$ cat config.mk
export PLATFORM = sky130hd
export DESIGN_NAME = lpht_probe
export DESIGN_NICKNAME = d
export VERILOG_FILES = /design/src/sv/lpht_pkg.sv /design/src/sv/lpht_probe.sv
export SDC_FILE = /design/constraint.sdc
export NUM_CORES = 1
export LEC_CHECK = 0
export ABC_AREA = 1
export BUFFER_PORTS_ARGS = -buffer_cell sky130_fd_sc_hd__buf_2
export CAP_MARGIN = 20
export CORE_ASPECT_RATIO = 2
export CORE_UTILIZATION = 25
export CTS_CLUSTER_DIAMETER = 200
export DETAILED_ROUTE_END_ITERATION = 7
export GPL_TIMING_DRIVEN = 0
export PLACE_DENSITY_LB_ADDON = 0.2
export SKIP_CTS_REPAIR_TIMING = 1
export SLEW_MARGIN = 10
export SYNTH_ARGS = -nofsm -noshare
export SYNTH_HDL_FRONTEND = slang
export SYNTH_SLANG_ARGS = --single-unit
$ cat constraint.sdc
create_clock -name clk -period 1.75 [get_ports clk]
set_input_delay 0.0875 -clock clk [delete_from_list [all_inputs] [get_ports clk]]
set_output_delay 0.0875 -clock clk [all_outputs]
set_load 0.01 [all_outputs]
$ cat src/sv/lpht_pkg.sv
// ----------------------------------------------------------------------------
// lpht_pkg
// Shared types and constants for the linear probing hash table.
// ----------------------------------------------------------------------------
package lpht_pkg;

  localparam int FILL_W = 9;
  localparam logic [FILL_W-1:0] FILL_LIMIT_RESET = 9'd192;

  // slot marks
  localparam logic [1:0] MARK_EMPTY = 2'd0;
  localparam logic [1:0] MARK_LIVE  = 2'd1;
  localparam logic [1:0] MARK_TOMB  = 2'd2;

  typedef enum logic [1:0] {
    FN_INSERT = 2'd0,
    FN_GET    = 2'd1,
    FN_REMOVE = 2'd2,
    FN_CLEAR  = 2'd3
  } lpht_func_t;

  typedef enum logic [2:0] {
    ST_SWEEP,
    ST_IDLE,
    ST_PROBE,
    ST_VWAIT,
    ST_FINISH
  } lpht_state_t;

  typedef struct packed {
    logic [1:0]  func;
    logic [63:0] key;
    logic [31:0] key_hash;
    logic [63:0] write_value;
  } lpht_in_t;

  typedef struct packed {
    logic        found;
    logic [63:0] read_value;
    logic        rejected;
  } lpht_out_t;

  typedef struct packed {
    logic start;
    logic step;
  } probe_ctl_t;

  typedef struct packed {
    logic done;
    logic hit;
    logic free;
    logic had_tomb;
  } probe_stat_t;

endpackage

$ cat src/sv/lpht_probe.sv
// ----------------------------------------------------------------------------
// lpht_probe
// Probe unit: walks the slot RAM one slot per cycle, compares keys and
// tracks the last tombstone passed.
// ----------------------------------------------------------------------------
module lpht_probe
  import lpht_pkg::*;
#(
  parameter int TABLE_SLOTS = 256,
  parameter int KEY_BITS    = 64
) (
  input  logic                           clk,
  input  logic                           rst_n,
  input  probe_ctl_t                     ctl,
  input  logic [$clog2(TABLE_SLOTS)-1:0] start_idx,
  input  logic [KEY_BITS-1:0]            key,
  input  logic [1:0]                     rd_mark,
  input  logic [KEY_BITS-1:0]            rd_key,
  output logic [$clog2(TABLE_SLOTS)-1:0] rd_addr,
  output probe_stat_t                    stat,
  output logic [$clog2(TABLE_SLOTS)-1:0] slot
);

  localparam int IDX_W = $clog2(TABLE_SLOTS);

  logic [IDX_W-1:0] idx_r, idx_nxt;
  logic [IDX_W-1:0] cnt_r, cnt_nxt;
  logic [IDX_W-1:0] tomb_r, tomb_nxt;
  logic             have_tomb_r, have_tomb_nxt;
  logic             last;

  assign last    = (cnt_r == {IDX_W{1'b1}});
  // read ahead to the next slot; a stale read is simply dropped
  assign rd_addr = ctl.start ? start_idx : IDX_W'(idx_r + 1'b1);

  always_comb begin
    idx_nxt       = idx_r;
    cnt_nxt       = cnt_r;
    tomb_nxt      = tomb_r;
    have_tomb_nxt = have_tomb_r;
    stat          = '0;
    slot          = idx_r;
    if (ctl.start) begin
      idx_nxt       = start_idx;
      cnt_nxt       = '0;
      have_tomb_nxt = 1'b0;
    end else if (ctl.step) begin
      idx_nxt = IDX_W'(idx_r + 1'b1);
      cnt_nxt = IDX_W'(cnt_r + 1'b1);
      priority if (rd_mark == MARK_EMPTY) begin
        stat.done     = 1'b1;
        stat.free     = 1'b1;
        stat.had_tomb = have_tomb_r;
        slot          = have_tomb_r ? tomb_r : idx_r;
      end else if (rd_mark == MARK_TOMB) begin
        tomb_nxt      = idx_r;
        have_tomb_nxt = 1'b1;
        if (last) begin
          stat.done     = 1'b1;
          stat.free     = 1'b1;
          stat.had_tomb = 1'b1;
          slot          = idx_r;
        end
      end else if (rd_key == key) begin
        stat.done = 1'b1;
        stat.hit  = 1'b1;
      end else if (last) begin
        // wrapped all the way: fall back to the last tombstone, if any
        stat.done     = 1'b1;
        stat.free     = have_tomb_r;
        stat.had_tomb = have_tomb_r;
        slot          = tomb_r;
      end else begin
        // live slot with another key: advance
      end
    end
  end

  always_ff @(posedge clk) begin
    idx_r  <= idx_nxt;
    cnt_r  <= cnt_nxt;
    tomb_r <= tomb_nxt;
    if (!rst_n) begin
      have_tomb_r <= 1'b0;
    end else begin
      have_tomb_r <= have_tomb_nxt;
    end
  end

endmodule

==> qor.log <==
qor: power.pwr-share-clk 27.0%
qor: drt.count_of_antenna_violating_nets_left_after_detailed_routing 0
qor: synthesis.yosys_register_bits 25
qor: floorplanning.core_area 11300 um^2
qor: power.power_report.internal_total 1.30 mW
qor: power.totalPowerFinal 1.94 mW
qor: grt.grt_overflow_total 0
qor: final_layout.finalNetCount 873
qor: synthesis.netlist.top_cell.by_area sky130_fd_sc_hd__nand2_1
qor: power.power.ir.vdd_worst 637 uV
qor: synthesis.synthesis.nets 695
qor: final_layout.area_growth_syn_to_layout 45.3%
qor: timing.fin_ws -332 ps
qor: drt.dr.pass1.iters 4
qor: synthesis.synth_cell_types 25
qor: timing.slew_viol_final 0
qor: cts.clk_latency 260 ps
qor: final_layout.share_of_final_layout_standard_cells_stronger_than_drive_strength_1 30.5%
qor: synthesis.postSynth.asyncResetShare 0%
qor: drt.avgRoutedWirePerCell 10.4 um
qor: final_layout.antenna_cells 0
qor: worst_setup_path.worst_path_largest_cell_delay 360 ps
qor: worst_hold_path.hold_path.class primary input to flip-flop
qor: synthesis.ys.warnings.count 0
qor: grt.grt_pass1_vias 3438
qor: synthesis.synth_edf_count 16
qor: synthesis.seq_area_frac_synth 22.9%
qor: worst_setup_path.worstSetupPathType flip-flop to output port
qor: drt.drt_drc_violations_left 0
qor: cts.cts.sink_count 25
qor: cts.cts.clk_slew.worst_paths 60 ps
qor: power.combinationalPowerShare 36.6%
qor: synthesis.synthFlopType sky130_fd_sc_hd__edfxtp_1
qor: drt.drt_first_iter_violations 57
qor: timing.setup_viol 13
qor: synthesis.syn_area_per_cell 5.23 um^2
qor: worst_setup_path.cp_slowest_cell sky130_fd_sc_hd__dfxtp_4
qor: worst_setup_path.cpMostUsedCell sky130_fd_sc_hd__nand3_4
qor: worst_setup_path.cp_cell_sequence ha_4 -> nand3_4 -> nor3_4 -> nand3_4 -> inv_4 -> nand2_2 -> o21ai_1 -> nand3b_1 -> nand3_2 -> a21oi_2 -> buf_2
qor: synthesis.synth.area.top_cells sky130_fd_sc_hd__nand2_1 27%, sky130_fd_sc_hd__edfxtp_1 17%, sky130_fd_sc_hd__inv_1 14%, sky130_fd_sc_hd__nor2_1 14%, sky130_fd_sc_hd__dfxtp_1 6.3%
qor: timing.final_min_period_over_clock_period 119%
qor: power.power.sequential.fraction 36.4%
qor: power.total_leakage_power 2.53 nW
qor: floorplanning.io-pin-count 162
qor: flow_run.max-cap-violations 0
qor: drt.totalWireLength 9070 um
qor: grt.grt_usage 14.4%
qor: worst_setup_path.worstSetupStartpointType flip-flop
qor: timing.final_period_minus_worst_setup_slack 2080 ps
qor: final_layout.sequential_area 666 um^2
qor: cts.cts_tree built
qor: place.number_of_input_and_output_port_buffers_inserted 161
qor: synthesis.synth_top_area_share 26.6%
qor: place.dpl.hpwl 7620 um
qor: final_layout.post-route-cell-area 4190 um^2
qor: timing.final_hold_vio_count 0
qor: drt.routed_via_density 4.19
qor: final_layout.multiInputGateArea 1880 um^2
qor: power.p_switching 0.636 mW
qor: synthesis.syn-instance-count 551
qor: timing.worst_slew_margin_rel 46.1%
qor: grt.grt_pass1_wl 13800 um
qor: floorplanning.floorplan.rows 55
qor: timing.fin_worst_skew 1.57 ps
qor: timing.grt_setup_unrepaired yes
qor: timing.max_clock_freq 480 MHz
qor: status.failed_checks setup timing
qor: grt.grt_antenna_before_repair 0
qor: synthesis.netlist_area 2880 um^2
qor: power.netSwitchingFraction 32.9%
qor: cts.cts-buffers-inserted 3
qor: floorplanning.start_util 25.5%
qor: timing.worst_pin_slew 806 ps
qor: status.outcome finished, violations left
qor: worst_setup_path.timing.critical_path.arrival 1990 ps
qor: floorplanning.total_die_area 12000 um^2
qor: floorplanning.die_width 77.9 um
qor: place.placedInstanceArea 3860 um^2
qor: drt.dr_total_vias 3641
qor: worst_setup_path.critical_path.endpoint_type output port
qor: place.gpl.final_weighted_congestion 0.811
qor: worst_setup_path.path_max_fanout 5
qor: synthesis.yosys.cell_count.top_type sky130_fd_sc_hd__nand2_1
qor: final_layout.fillCellCount 1232
qor: cts.cts-root-to-sink-buffers 2
qor: synthesis.ys_top_cells_by_count 204 x sky130_fd_sc_hd__nand2_1, 111 x sky130_fd_sc_hd__inv_1, 110 x sky130_fd_sc_hd__nor2_1
qor: power.power_density 463 nW/um^2
qor: floorplanning.dieHeight 154 um
qor: worst_setup_path.cp_data_required_time 1660 ps
qor: cts.cts_root_buf sky130_fd_sc_hd__clkbuf_16
qor: cts.cts_htree_levels 1
qor: grt.pin_count_of_the_biggest_net_entering_global_routing 15
-- registers in the layout (all words and copies together), names as in the netlist --
| signal | count |
|---|---|
| tomb_r | 8 |
| have_tomb_r | 1 |
| idx_r | 8 |
| cnt_r | 8 |
-- through the flow --
stage	hold slack [ps]	setup TNS (ps)	setup slack, ps	util, %	cells
after floorplan	213	0	220	-	551
after global placement	328	-1000	-163	34.2	854
after detailed placement	333	-1130	-173	34.2	854
after CTS	47.0	-4640	-471	34.9	858
after global routing	77.3	-4460	-447	37.1	870
final	56.2	-2940	-332	37.1	870
-- worst max-delay path, delay by kind of cell, from the launching register on --
family                     cells  cell delay (ps)
DFF                            1              360
and+or+nand+nor                6              770
AOI/OAI and AO/OA              2              190
buffers and inverters          2              260
adders and majority gates      1              150
-- logic make-up after synthesis --
family	Yosys count	synth area share (%)
xor gates and xnor gates	11	3.34
DFF	25	22.9
and+or+nand+nor	344	47.8
buffers and inverters	126	16.4
adders and majority gates	2	0.869
AOI/OAI and AO/OA	43	8.64
-- metal layers --
| metal | GRT usage (%) | up-vias | wire, um |
|---|---|---|---|
| met2 | 32.4 | 115 | 5420 |
| met1 | 11.3 | 1532 | 2940 |
| met4 | 5.91 | 0 | 184 |
| li1 | - | 1981 | - |
| met3 | 1.54 | 13 | 523 |
| met5 | 0 | - | 0 |
-- cell type report --
class | count | share of cell area [%]
multi-input cells | 401 | 44.9
repair buffers | 172 | 21.6
flip-flops and latches | 25 | 15.9
inverters | 121 | 10.9
well taps | 142 | 4.25
clock buffers | 3 | 1.79
plain buffers | 5 | 0.448
clock inverters | 1 | 0.120
-- power by group through the flow --
stage | combinational [mW] | clock, mW | sequential (mW)
3_3_place_gp | 0.651 | 0 | 0.711
4_1_cts | 0.670 | 0.541 | 0.701
6_report | 0.709 | 0.523 | 0.704
5_1_grt | 0.810 | 0.552 | 0.707
2_1_floorplan | 0.364 | 0 | 0.704
3_5_place_dp | 0.665 | 0 | 0.713
-- worst paths after layout --
kind	start	endpoint	slack, ps	cells after the start
worst max-delay path	cnt_r[1]	slot[6]	-330	11
worst min register to register	cnt_r[4]	cnt_r[4]	510	2
worst max register to register	idx_r[0]	idx_r[6]	190	8
worst min-delay path	rst_n	have_tomb_r	60	3
-- cell usage in the layout (no fill, tap or decap), drive strengths merged --
cell type,synthesis,routed
nand2,205,205
dfxtp,9,9
clkbuf,5,8
nor3,6,6
nand3,16,17
nor3b,1,1
ha,2,2
edfxtp,16,16
nor2,114,114
o21ai,17,17
a221oi,1,1
a31oi,3,3
inv,113,115
buf,0,172
a21oi,22,22
xor2,11,11
clkinv,8,7
nand4,1,1
nand3b,1,1
Power figures use the tool's default switching activity.
